--- src/rtl/decimal_field_frame_serializer_top_macros.svh ---
// Assertion macros used by the serializer's back module (dffs_back).
// Both expect signals named clock and reset in the scope where they are used.
`ifndef DECIMAL_FIELD_FRAME_SERIALIZER_TOP_MACROS_SVH
`define DECIMAL_FIELD_FRAME_SERIALIZER_TOP_MACROS_SVH

// A property that must hold at every clock edge outside reset.
`define DFFS_ASSERT_ALWAYS(lbl, prop, msg) \
   lbl: assert property (@(posedge clock) disable iff (reset) (prop)) else $error(msg);

// A condition in one cycle that forces another condition in the next cycle.
`define DFFS_ASSERT_NEXT(lbl, ante, cons, msg) \
   lbl: assert property (@(posedge clock) disable iff (reset) (ante) |=> (cons)) else $error(msg);

`endif

--- src/rtl/dffs_pkg.sv ---
package dffs_pkg;

   typedef struct packed {
      logic [7:0]  command_letter;
      logic [13:0] user_id;
      logic [6:0]  group_id;
      logic [9:0]  device_id;
      logic [7:0]  action_byte;
      logic [19:0] reply_delay;
   } req_type;

   typedef struct packed {
      logic [7:0] tx_byte;
      logic       last_byte;
   } rsp_type;

   // One converted frame. Element 0 of each digit vector is the least
   // significant digit.
   typedef struct packed {
      logic [7:0]      command;
      logic [7:0]      action;
      logic [3:0][3:0] user_dig;
      logic [1:0][3:0] group_dig;
      logic [2:0][3:0] device_dig;
      logic [5:0][3:0] delay_dig;
   } frame_type;

   typedef struct packed {
      logic full;
      logic empty;
   } fifo_status_type;

   typedef struct packed {
      logic [19:0] q;
      logic [3:0]  r;
   } div10_type;

   localparam logic [13:0] USER_MAX   = 14'd9999;
   localparam logic [6:0]  GROUP_MAX  = 7'd99;
   localparam logic [9:0]  DEVICE_MAX = 10'd999;
   localparam logic [19:0] DELAY_MAX  = 20'd999999;

   localparam logic [2:0] USER_DIGITS   = 3'd4;
   localparam logic [2:0] GROUP_DIGITS  = 3'd2;
   localparam logic [2:0] DEVICE_DIGITS = 3'd3;
   localparam logic [2:0] DELAY_DIGITS  = 3'd6;

   localparam logic [7:0] CHAR_AT   = 8'h40;
   localparam logic [7:0] CHAR_HASH = 8'h23;
   localparam logic [7:0] CHAR_LF   = 8'h0A;
   localparam logic [7:0] CHAR_CR   = 8'h0D;
   localparam logic [7:0] CHAR_ZERO = 8'h30;

   localparam logic [4:0] POS_START  = 5'd0;
   localparam logic [4:0] POS_CMD    = 5'd1;
   localparam logic [4:0] POS_ACTION = 5'd11;
   localparam logic [4:0] POS_HASH   = 5'd18;
   localparam logic [4:0] POS_LF     = 5'd19;
   localparam logic [4:0] POS_LAST   = 5'd20;

   localparam int QUEUE_DEPTH = 2;
   localparam int QUEUE_PTR_W = $clog2(QUEUE_DEPTH);

   // Quotient and remainder by ten through a reciprocal multiply; the
   // quotient is exact for every value below 2**22.
   function automatic div10_type div10(input logic [19:0] v);
      logic [42:0] prod;
      logic [19:0] q;
      logic [19:0] rem;
      div10_type   res;
      prod = {23'd0, v} * 43'd838861;
      q = prod[42:23];
      rem = v - {q[16:0], 3'b000} - {q[18:0], 1'b0};
      res.q = q;
      res.r = rem[3:0];
      return res;
   endfunction

endpackage

--- src/rtl/dffs_fifo.sv ---
module dffs_fifo (
   input  logic                      clock,
   input  logic                      reset,
   input  logic                      push,
   input  dffs_pkg::frame_type       push_frame,
   input  logic                      pop,
   output dffs_pkg::frame_type       pop_frame,
   output dffs_pkg::fifo_status_type status
);
   import dffs_pkg::*;

   frame_type              entries_ff [QUEUE_DEPTH];
   logic [QUEUE_PTR_W-1:0] wr_ptr_ff, wr_ptr_in;
   logic [QUEUE_PTR_W-1:0] rd_ptr_ff, rd_ptr_in;
   logic [QUEUE_PTR_W:0]   count_ff, count_in;

   always_comb begin
      wr_ptr_in = push ? wr_ptr_ff + 1'b1 : wr_ptr_ff;
      rd_ptr_in = pop ? rd_ptr_ff + 1'b1 : rd_ptr_ff;
      count_in  = count_ff;
      if (push && !pop) begin
         count_in = count_ff + 1'b1;
      end else if (pop && !push) begin
         count_in = count_ff - 1'b1;
      end
   end

   always_ff @(posedge clock) begin
      if (reset) begin
         wr_ptr_ff <= '0;
         rd_ptr_ff <= '0;
         count_ff  <= '0;
      end else begin
         wr_ptr_ff <= wr_ptr_in;
         rd_ptr_ff <= rd_ptr_in;
         count_ff  <= count_in;
      end
      if (push) begin
         entries_ff[wr_ptr_ff] <= push_frame;
      end
   end

   assign pop_frame    = entries_ff[rd_ptr_ff];
   assign status.full  = (count_ff == (QUEUE_PTR_W + 1)'(QUEUE_DEPTH));
   assign status.empty = (count_ff == '0);

endmodule

--- config.mk ---
export PLATFORM = sky130hd
export DESIGN_NAME = dffs_fifo
export DESIGN_NICKNAME = d
export VERILOG_FILES = /design/src/rtl/decimal_field_frame_serializer_top_macros.svh /design/src/rtl/dffs_pkg.sv /design/src/rtl/dffs_fifo.sv
export SDC_FILE = /design/constraint.sdc
export NUM_CORES = 1
export LEC_CHECK = 0
export ABC_AREA = 0
export BUFFER_PORTS_ARGS = -buffer_cell sky130_fd_sc_hd__buf_2
export CAP_MARGIN = 20
export CORE_AREA = 2 2 124 126
export CTS_BUF_LIST = sky130_fd_sc_hd__clkbuf_8 sky130_fd_sc_hd__clkbuf_16
export DETAILED_ROUTE_END_ITERATION = 16
export DIE_AREA = 0 0 126 128
export SKIP_CTS_REPAIR_TIMING = 1
export SLEW_MARGIN = 20
export SYNTH_ARGS = -nofsm -noshare
export SYNTH_HDL_FRONTEND = slang
export SYNTH_SLANG_ARGS = --single-unit
--- constraint.sdc ---
create_clock -name clock -period 10.21 [get_ports clock]
set_input_delay 2.042 -clock clock [delete_from_list [all_inputs] [get_ports clock]]
set_output_delay 2.042 -clock clock [all_outputs]
set_load 0.02 [all_outputs]
==> metrics.md, run 1 <==
| Metric | Value |
|---|---|
| Status | complete, no violations |
| Fmax | 0.224 GHz |
| Vias in the first global route | 3027 |
| Sequential share of the synthesized area | 79.8% |
| Nets | 511 |
| Final setup violation count | 0 |
| Placed Instances | 597 |
| H-tree Lvls | 4 |
| Crit path DAT | 2430 ps |
| Slew Limit Fails | 0 |
| Net count after synthesis | 339 |
| PwrDens | 217 nW/um^2 |
| Die ar. | 16100 um^2 |
| Crit path kind | register to output port |
| WL/cell | 16.4 um |
| Final Hold Fails | 0 |
| Count of clock tree sinks | 157 |
| Syn Area/Cell | 22.7 um^2 |
| Cell Rows | 45 |
| Worst hold path type | register to register |
| Post-route minimum period | 4470 ps |
| RSZ-0062 raised after global routing | false |
| CP max FO | 42 |
| Synth warn | 0 |
| Gate power share | 11.5% |
| GR Overflow Total | 0 |
| Inserted Diodes | 0 |
| Post-DRT Antenna Nets | 0 |
| Crit. End Element | output port |
| Initial Utilization | 39.3% |
| Distinct cells, synth | 18 |
| Switch Pwr | 363 uW |
| Worst-Margin Slew | 731 ps |
| Pint | 1270 uW |
| Required time of the critical path | 8170 ps |
| IO Pins | 158 |
| Share of the synthesized area in the top cell type | 78.1% |
| Commonest non-fill, non-tap cells in the layout | buf_2 (157), edfxtp_1 (152), mux2_4 (40) |
| Layout fillers | 1275 |
| Detailed Place HPWL | 6560 um |
| Max-cap violation count | 0 |
| Synth area leader | edfxtp_1 |
| Hold Crit Depth | 2 |
| Fin Hold WS | 498 ps |
| Die X | 126 um |
| Net Sw Frac | 22.3% |
| Clk pwr share | 41.4% |
| Wirelength, routed | 10300 um |
| Drt drc | 0 |
| DR vias | 2933 |
| Pin count of the biggest net entering global routing | 77 |
| Post-synth design cell area | 5840 um^2 |
| Clk root buf | clkbuf_16 |
| Fin crit share | 43.8% |
| Layout Skew | 5.18 ps |
| Hold path start | count_ff[1] |
| Reg power frac | 47.0% |
| GRT Util Overall | 13.2% |
| First-pass GRT wire length | 15700 um |
| Reg2reg path depth | 2 |
| Yosys reg bits | 157 |
| Worst hold path endpoint | count_ff[1] |
| GPL Wtd Cong | 0.671 |
| Longest Clk Path Bufs | 2 |
| Maximum VDD drop | 0.161 mV |
| Synthesis-to-finish area growth | 28.7% |
| Commonest non-fill, non-tap cell in the layout | buf_2 |
| Slew HR | 51.3% |
| Top post-synthesis cells by area | edfxtp_1 (78%), mux2_4 (10%), mux2_2 (6.9%), dfxtp_1 (1.7%), buf_6 (0.77%) |
| Share of layout cells above drive strength 1 | 60.9% |
| CP Launch Type | register |
| Die Y | 128 um |
| First-iteration detailed-routing DRC count | 132 |
| Finished Core Util | 50.6% |
| Worst-skew pair later-pin latency | 410 ps |
| Routed vias/inst | 4.65 |
| TNS Setup | 0 ps |
| Core region area | 14900 um^2 |
| DRT Pass-1 Iters | 4 |
| Worst r2r src | wr_ptr_ff |
| Port Buffers | 157 |
| Final cell count without fillers | 631 |
| CTS Buf Count | 17 |
| Register-to-register setup slack | 8520 ps |
| Mapped Cells | 258 |
| CTS tree | yes |
| RR Endpoint | entries_ff[0][0] |
| Initial antenna violation count | 0 |
| Leakage Power | 0.00291 uW |
| Clock transition at the registers of the reported paths | 60 ps |
per-layer routing:
metal	up-vias	global-route usage [%]	share of wire, %
li1	1364	-	-
met2	115	20.3	46
met1	1438	16.2	44
met5	-	0	0
met3	16	5.09	7.6
met4	0	6.92	2.2
worst max-delay path by stage:
stage | start | endpoint | slack (ps) | cells past startpoint
floorplan | push | entries_ff[0][0] | 4320 | 1
global placement | push | entries_ff[0][62] | 6090 | 3
detailed placement | push | entries_ff[0][40] | 6050 | 3
CTS | register | pop_frame[60] | 5640 | 3
global route | register | pop_frame[60] | 5570 | 3
finish | register | pop_frame[60] | 5740 | 3
through the flow:
step	cell area (um^2)	setup slack [ps]	total power [uW]
6_report	7520	5740	1630
3_5_place_dp	6830	6050	971
5_1_grt	7520	5570	1690
4_1_cts	7470	5640	1650
2_1_floorplan	5840	4320	906
3_3_place_gp	6830	6090	966
cell type report:
type | instances | area (um^2) | area share, %
flip-flops and latches | 157 | 4670 | 62.1
multi-input cells | 92 | 1120 | 14.9
repair buffers | 161 | 848 | 11.3
clock buffers | 17 | 425 | 5.66
well taps | 188 | 235 | 3.13
clock inverters | 15 | 221 | 2.94
inverters | 1 | 3.75 | 0.0499
sequential cells by signal, indices dropped and copies added (netlist names), named ones only:
name / flops
entries_ff: 152
count_ff: 2
wr_ptr_ff: 1
rd_ptr_ff: 1
cell usage after synthesis:
library cell and number:
and2b_1 1, buf_4 1, and2_1 1, ha_1 1, mux2_4 40, xor2_1 2
or3_1 1, inv_1 1, o21ai_0 1, buf_6 4, mux2_2 36, nor2b_1 1
edfxtp_1 152, dfxtp_1 5, xnor2_1 2, nor2_1 5, buf_2 3, a21oi_1 1
critical path: stages (launching register included):
cell and delay (ps):
dfxtp_4 700, buf_4 660, mux2_2 420, buf_2 160
power groups by stage:
| stage | logic, uW | registers (uW) | clock network, uW |
|---|---|---|---|
| final | 188 | 768 | 676 |
| after global routing | 201 | 772 | 719 |
| after CTS | 189 | 769 | 692 |
| after detailed placement | 188 | 782 | 0 |
| after global placement | 186 | 780 | 0 |
| after floorplan | 131 | 776 | 0 |
kinds of logic after synthesis:
kind of cell,count (synthesis),share of synthesized area [%]
adders and majority gates,1,0.214
buffers and inverters,9,1.22
AOI/OAI and AO/OA,2,0.171
xor gates and xnor gates,4,0.600
DFF,157,79.8
muxes,76,17.2
and+or+nand+nor,9,0.771
(Power assumes the default switching activity.)
==> run 2, diff against run 1 <==
Settings changed: PLACE_DENSITY set to 0.65.
Clock period 10.21 ns to 3.66 ns, I/O delays scaled along.
==> run 2 against run 1 <==
Sequential power increased to 2.8 times the previous value. Combinational power increased to 2.8 times the previous value. Global-route usage decreased by 0.16 points. First-iteration DRC count increased by 35%. Wire length increased by 0.25%. Sequential share of layout area increased by 0.36 points. Register-to-register slack got worse by 6500 ps. Cell count increased by 0.16%. Power increased to 2.7 times the previous value. Hold slack improved by 7.7 ps. Clock power increased to 2.6 times the previous value. Via count decreased by 0.82%.
==> metrics.md, run 2 (same netlist as run 1, synthesis figures left out) <==
| Metric | Value |
|---|---|
| CP bufs+invs | 2 (unchanged) |
| First-iteration detailed-routing DRC count | 178 (was 132) |
| PwrDens | 594 nW/um^2 (was 217 nW/um^2) |
| Switch Pwr | 987 uW (was 363 uW) |
| Regs by FF count | entries_ff x152, count_ff x2 (unchanged) |
| Synthesis-to-finish area growth | 27.9% (was 28.7%) |
| WL/cell | 16.4 um (about the same) |
| Gate power share | 11.8% (was 11.5%) |
| CTS Buf Count | 17 (unchanged) |
| Largest register by flop count | entries_ff (unchanged) |
| Slew Limit Fails | 0 (unchanged) |
| Initial Utilization | 39.3% (unchanged) |
| Layout fillers | 1286 (was 1275) |
| Maximum VDD drop | 0.259 mV (was 0.161 mV) |
| TNS Setup | 0 ps (unchanged) |
| DRT Pass-1 Iters | 4 (unchanged) |
| Drt drc | 0 (unchanged) |
| Die Y | 128 um (unchanged) |
| Setup WS post-layout | 929 ps (was 5740 ps) |
| Longest Clk Path Bufs | 2 (unchanged) |
| Count of clock tree sinks | 157 (unchanged) |
| First-pass GRT wire length | 15700 um (about the same) |
| Worst-Margin Slew | 591 ps (was 731 ps) |
| Status | complete, no violations (unchanged) |
| Nets | 512 (was 511) |
| Wirelength, routed | 10300 um (about the same) |
| Clock transition at the registers of the reported paths | 60 ps (about the same) |
| Cell Rows | 45 (unchanged) |
| Slowest cell delay on critical path | 630 ps (was 700 ps) |
| CTS tree | yes (unchanged) |
| Reg power frac | 48.1% (was 47.0%) |
| Worst hold path type | primary input to register (was register to register) |
| Die X | 126 um (unchanged) |
| GPL Wtd Cong | 0.662 (was 0.671) |
| Worst-skew pair later-pin latency | 410 ps (about the same) |
| DR vias | 2909 (was 2933) |
| Detailed Place HPWL | 6690 um (was 6560 um) |
| Clk pwr share | 40.1% (was 41.4%) |
| Final Hold Fails | 0 (unchanged) |
| Clk root buf | clkbuf_16 (unchanged) |
| Crit-path leading delay family | flip-flops (was buffers and inverters) |
| Max-cap violation count | 0 (unchanged) |
| IO Pins | 158 (unchanged) |
| CP max-delay cell | dfxtp_4 (unchanged) |
| Slew HR | 60.6% (was 51.3%) |
| Crit. End Element | output port (unchanged) |
| Final setup violation count | 0 (unchanged) |
| Cell breakdown of the critical path | buf_4 > mux2_2 > buf_2 (unchanged) |
| Commonest non-fill, non-tap cell in the layout | buf_2 (unchanged) |
| Post-route minimum period | 2730 ps |
| Fmax | 0.366 GHz |
| Finished Core Util | 50.3% (was 50.6%) |
| Port Buffers | 157 (unchanged) |
| Crit path kind | register to output port (unchanged) |
| Initial antenna violation count | 0 (unchanged) |
| Pin count of the biggest net entering global routing | 77 (unchanged) |
| Commonest non-fill, non-tap cells in the layout | buf_2 (157), edfxtp_1 (152), mux2_4 (40) (unchanged) |
| Register-to-register setup slack | 1990 ps (was 8520 ps) |
| Share of layout cells above drive strength 1 | 60.4% (was 60.9%) |
| CP max FO | 29 (was 42) |
| GRT Util Overall | 13.0% (was 13.2%) |
| Vias in the first global route | 3075 (was 3027) |
| Inserted Diodes | 0 (unchanged) |
| Core region area | 14900 um^2 (unchanged) |
| Post-DRT Antenna Nets | 0 (unchanged) |
| Leakage Power | 0.00291 uW (about the same) |
| Required time of the critical path | 2930 ps (was 8170 ps) |
| Post-Place Setup Slack | 1300 ps (was 6050 ps) |
| Layout Skew | 10.6 ps (was 5.18 ps) |
| Routed vias/inst | 4.60 (was 4.65) |
| CP Launch Type | register (unchanged) |
| Crit path DAT | 2000 ps (was 2430 ps) |
| Pint | 3460 uW (was 1270 uW) |
| GR Overflow Total | 0 (unchanged) |
| Max reg flops | 152 (unchanged) |
| H-tree Lvls | 4 (unchanged) |
| RSZ-0062 raised after global routing | false (unchanged) |
| Die ar. | 16100 um^2 (unchanged) |
| Net Sw Frac | 22.2% (was 22.3%) |
| Fin crit share | 74.6% |
==> run 2: changes by cell type in the layout (fill, tap and decap cells not counted), sizes merged <==
cell / before / now
clkinv: 5 / 6
inv: 1 / 4
bufinv: 5 / 4
buf: 161 / 162
clkinvlp: 5 / 2
==> run 2: routing by layer <==
| metal | global-route usage (%) | wire (um) | up-vias |
|---|---|---|---|
| met5 | 0 | 0 | - |
| met4 | 4.27 | 88 | 0 |
| met3 | 5.93 | 846 | 7 |
| met2 | 21.4 | 5150 | 112 |
| met1 | 15.4 | 4260 | 1422 |
| li1 | - | - | 1368 |
==> run 2: final timing paths <==
check,startpoint,endpoint,cells after the start
max,register,pop_frame[8],3
min reg2reg,count_ff[1],count_ff[1],2
min,push_frame[59],entries_ff[1][59],1
max reg2reg,wr_ptr_ff,entries_ff[0][74],2
==> run 2: area by class of cell <==
cell class                 count  area [um^2]  share of cell area [%]
inverter                       1         3.75                  0.0502
clock inverter                15          178                    2.38
sequential                   157         4670                    62.4
multi-input combinational     92         1120                    15.0
clock buffer                  17          425                    5.69
tap                          188          235                    3.15
timing repair buffer         162          848                    11.3
==> run 2: worst register-to-register path: cells and delay by family, from the launching register on <==
kind                   cells  cell delay (ps)
buffers and inverters      1              540
DFF                        1              350
and+or+nand+nor            1              400
==> run 2: power by group through the flow <==
stage | Clock, uW | Sequential [uW] | Combinational (uW)
after detailed placement | 0 | 2180 | 532
after CTS | 1830 | 2140 | 533
after global routing | 1910 | 2150 | 562
after global placement | 0 | 2170 | 523
after floorplan | 0 | 2160 | 364
final | 1780 | 2140 | 525
==> run 2: stage by stage <==
step	instances	hold WS, ps	total power, uW	cell area, um^2
6_report	632	506	4440	7480
5_1_grt	632	480	4620	7480
4_1_cts	631	481	4500	7460
3_5_place_dp	599	505	2710	6850
3_3_place_gp	599	479	2700	6850
2_1_floorplan	258	462	2520	5850
==> run 3, diff against run 2 <==
Settings changed: PLACE_DENSITY 0.65 to not set.
Clock period 3.66 ns to 2.8 ns, I/O delays scaled along.
==> run 3 against run 2 <==
First-iteration DRC count fell by 20%. Power rose by 27%. Clock skew fell by 7.1 ps. Critical path type unchanged. Critical endpoint is now pop_frame[67]. Largest power group unchanged.
==> metrics.md, run 3 (same netlist as run 1, synthesis figures left out) <==
| Metric | Value |
|---|---|
| Cell Rows | 45 (unchanged) |
| Initial antenna violation count | 0 (unchanged) |
| CP bufs+invs | 2 (unchanged) |
| First-pass GRT wire length | 15500 um (was 15700 um) |
| Wirelength, routed | 9930 um (was 10300 um) |
| Leakage Power | 0.00289 uW (was 0.00291 uW) |
| Post-DRT Antenna Nets | 0 (unchanged) |
| CP Launch Type | register (unchanged) |
| Clk root buf | clkbuf_16 (unchanged) |
| DR vias | 2854 (was 2909) |
| Post-route minimum period | 2370 ps |
| Core region area | 14900 um^2 (unchanged) |
| Layout Skew | 3.48 ps (was 10.6 ps) |
| Nets | 511 (was 512) |
| Commonest non-fill, non-tap cells in the layout | buf_2 (157), edfxtp_1 (152), mux2_4 (40) (unchanged) |
| First-iteration detailed-routing DRC count | 143 (was 178) |
| Port Buffers | 157 (unchanged) |
| Crit path DAT | 1810 ps (was 2000 ps) |
| Worst-Margin Slew | 516 ps (was 591 ps) |
| Required time of the critical path | 2240 ps (was 2930 ps) |
| RR Endpoint | entries_ff[1][25] (was entries_ff[0][74]) |
| Commonest non-fill, non-tap cell in the layout | buf_2 (unchanged) |
| Crit path kind | register to output port (unchanged) |
| CP max-delay cell | mux2_2 (was dfxtp_4) |
| Sequential Area | 4670 um^2 (unchanged) |
| Fmax | 0.422 GHz |
| Final setup violation count | 0 (unchanged) |
| Share of layout cells above drive strength 1 | 60.3% (was 60.4%) |
| CTS tree | yes (unchanged) |
| Die X | 126 um (unchanged) |
| CP max FO | 76 (was 29) |
| Reg2reg path depth | 2 (unchanged) |
| Regs by FF count | entries_ff x152, count_ff x2 (unchanged) |
| Die Y | 128 um (unchanged) |
| Max reg flops | 152 (unchanged) |
| Worst r2r src | wr_ptr_ff (unchanged) |
| Largest register by flop count | entries_ff (unchanged) |
| GRT Util Overall | 12.8% (was 13.0%) |
| PwrDens | 757 nW/um^2 (was 594 nW/um^2) |
| GR Overflow Total | 0 (unchanged) |
| Detailed Place HPWL | 6110 um (was 6690 um) |
| Inserted Diodes | 0 (unchanged) |
| Routed vias/inst | 4.52 (was 4.60) |
| Crit. End Element | output port (unchanged) |
| Critical path depth | 3 (unchanged) |
| Slowest cell delay on critical path | 420 ps (was 630 ps) |
| Drt drc | 0 (unchanged) |
| Cell breakdown of the critical path | buf_12 > mux2_2 > buf_2 (was buf_4 > mux2_2 > buf_2) |
| WL/cell | 15.7 um (was 16.4 um) |
| Maximum VDD drop | 0.434 mV (was 0.259 mV) |
| Count of clock tree sinks | 157 (unchanged) |
| Register-to-register setup slack | 1420 ps (was 1990 ps) |
| H-tree Lvls | 4 (unchanged) |
| Crit-path leading delay family | buffers and inverters (was flip-flops) |
| Worst hold path type | primary input to register (unchanged) |
| RSZ-0062 raised after global routing | false (unchanged) |
| Pin count of the biggest net entering global routing | 77 (unchanged) |
| Tot Pwr | 5630 uW (was 4440 uW) |
| Longest Clk Path Bufs | 2 (unchanged) |
| Critical Path End | pop_frame[67] (was pop_frame[8]) |
| Final Hold Fails | 0 (unchanged) |
| Status | complete, no violations (unchanged) |
| Fin crit share | 84.5% |
| GPL Wtd Cong | 0.695 (was 0.662) |
| Clock transition at the registers of the reported paths | 60 ps (about the same) |
| Synthesis-to-finish area growth | 27.2% (was 27.9%) |
| Layout fillers | 1254 (was 1286) |
| TNS Setup | 0 ps (unchanged) |
| Multi-input logic area | 1120 um^2 (unchanged) |
| Slew Limit Fails | 0 (unchanged) |
| Die ar. | 16100 um^2 (unchanged) |
| Worst-skew pair later-pin latency | 410 ps (about the same) |
| CTS Buf Count | 17 (unchanged) |
| Max-cap violation count | 0 (unchanged) |
| DRT Pass-1 Iters | 4 (unchanged) |
| Initial Utilization | 39.3% (unchanged) |
| Vias in the first global route | 3043 (was 3075) |
| Slew HR | 65.6% (was 60.6%) |
| IO Pins | 158 (unchanged) |
==> run 3: power by group <==
part / switching, uW / internal (uW)
registers: 35.3 / 2740
logic: 399 / 307
clock network: 858 / 1290
==> run 3: through the flow <==
step                area [um^2]  worst slack (ps)  hold slack [ps]  utilization, %  cells
finish                     7440               433              331            50.0    631
global route               7440               365              305            50.0    631
CTS                        7440               403              309            50.0    631
detailed placement         6880               856              497            46.3    599
global placement           6880               858              483            46.3    599
floorplan                  5850              29.4              462               -    258
==> run 3: final cells by class <==
class                           count  area share (%)
Multi-Input combinational cell     92            15.0
Sequential cell                   157            62.8
Tap cell                          188            3.16
Clock inverter                     15            1.77
Inverter                            1          0.0505
Clock buffer                       17            5.72
Timing Repair Buffer              161            11.5
==> run 3: worst min-delay path by stage <==
| stage | from | to | slack (ps) | depth (start not counted) |
|---|---|---|---|---|
| after global routing | push_frame[40] | entries_ff[1][40] | 300 | 1 |
| after detailed placement | count_ff[1] | count_ff[1] | 500 | 2 |
| after global placement | count_ff[1] | count_ff[1] | 480 | 2 |
| after floorplan | count_ff[1] | count_ff[1] | 460 | 2 |
| final | push_frame[10] | entries_ff[0][10] | 330 | 1 |
| after CTS | push_frame[10] | entries_ff[0][10] | 310 | 1 |
==> run 3: per-layer routing <==
layer  vias to the layer above  track usage, %  part of all wire, %
met5                         -               0                    0
met4                         0            5.82                  1.6
met3                        13            5.51                  7.8
met2                       104            20.2                   47
met1                      1373            15.3                   43
li1                       1364               -                    -
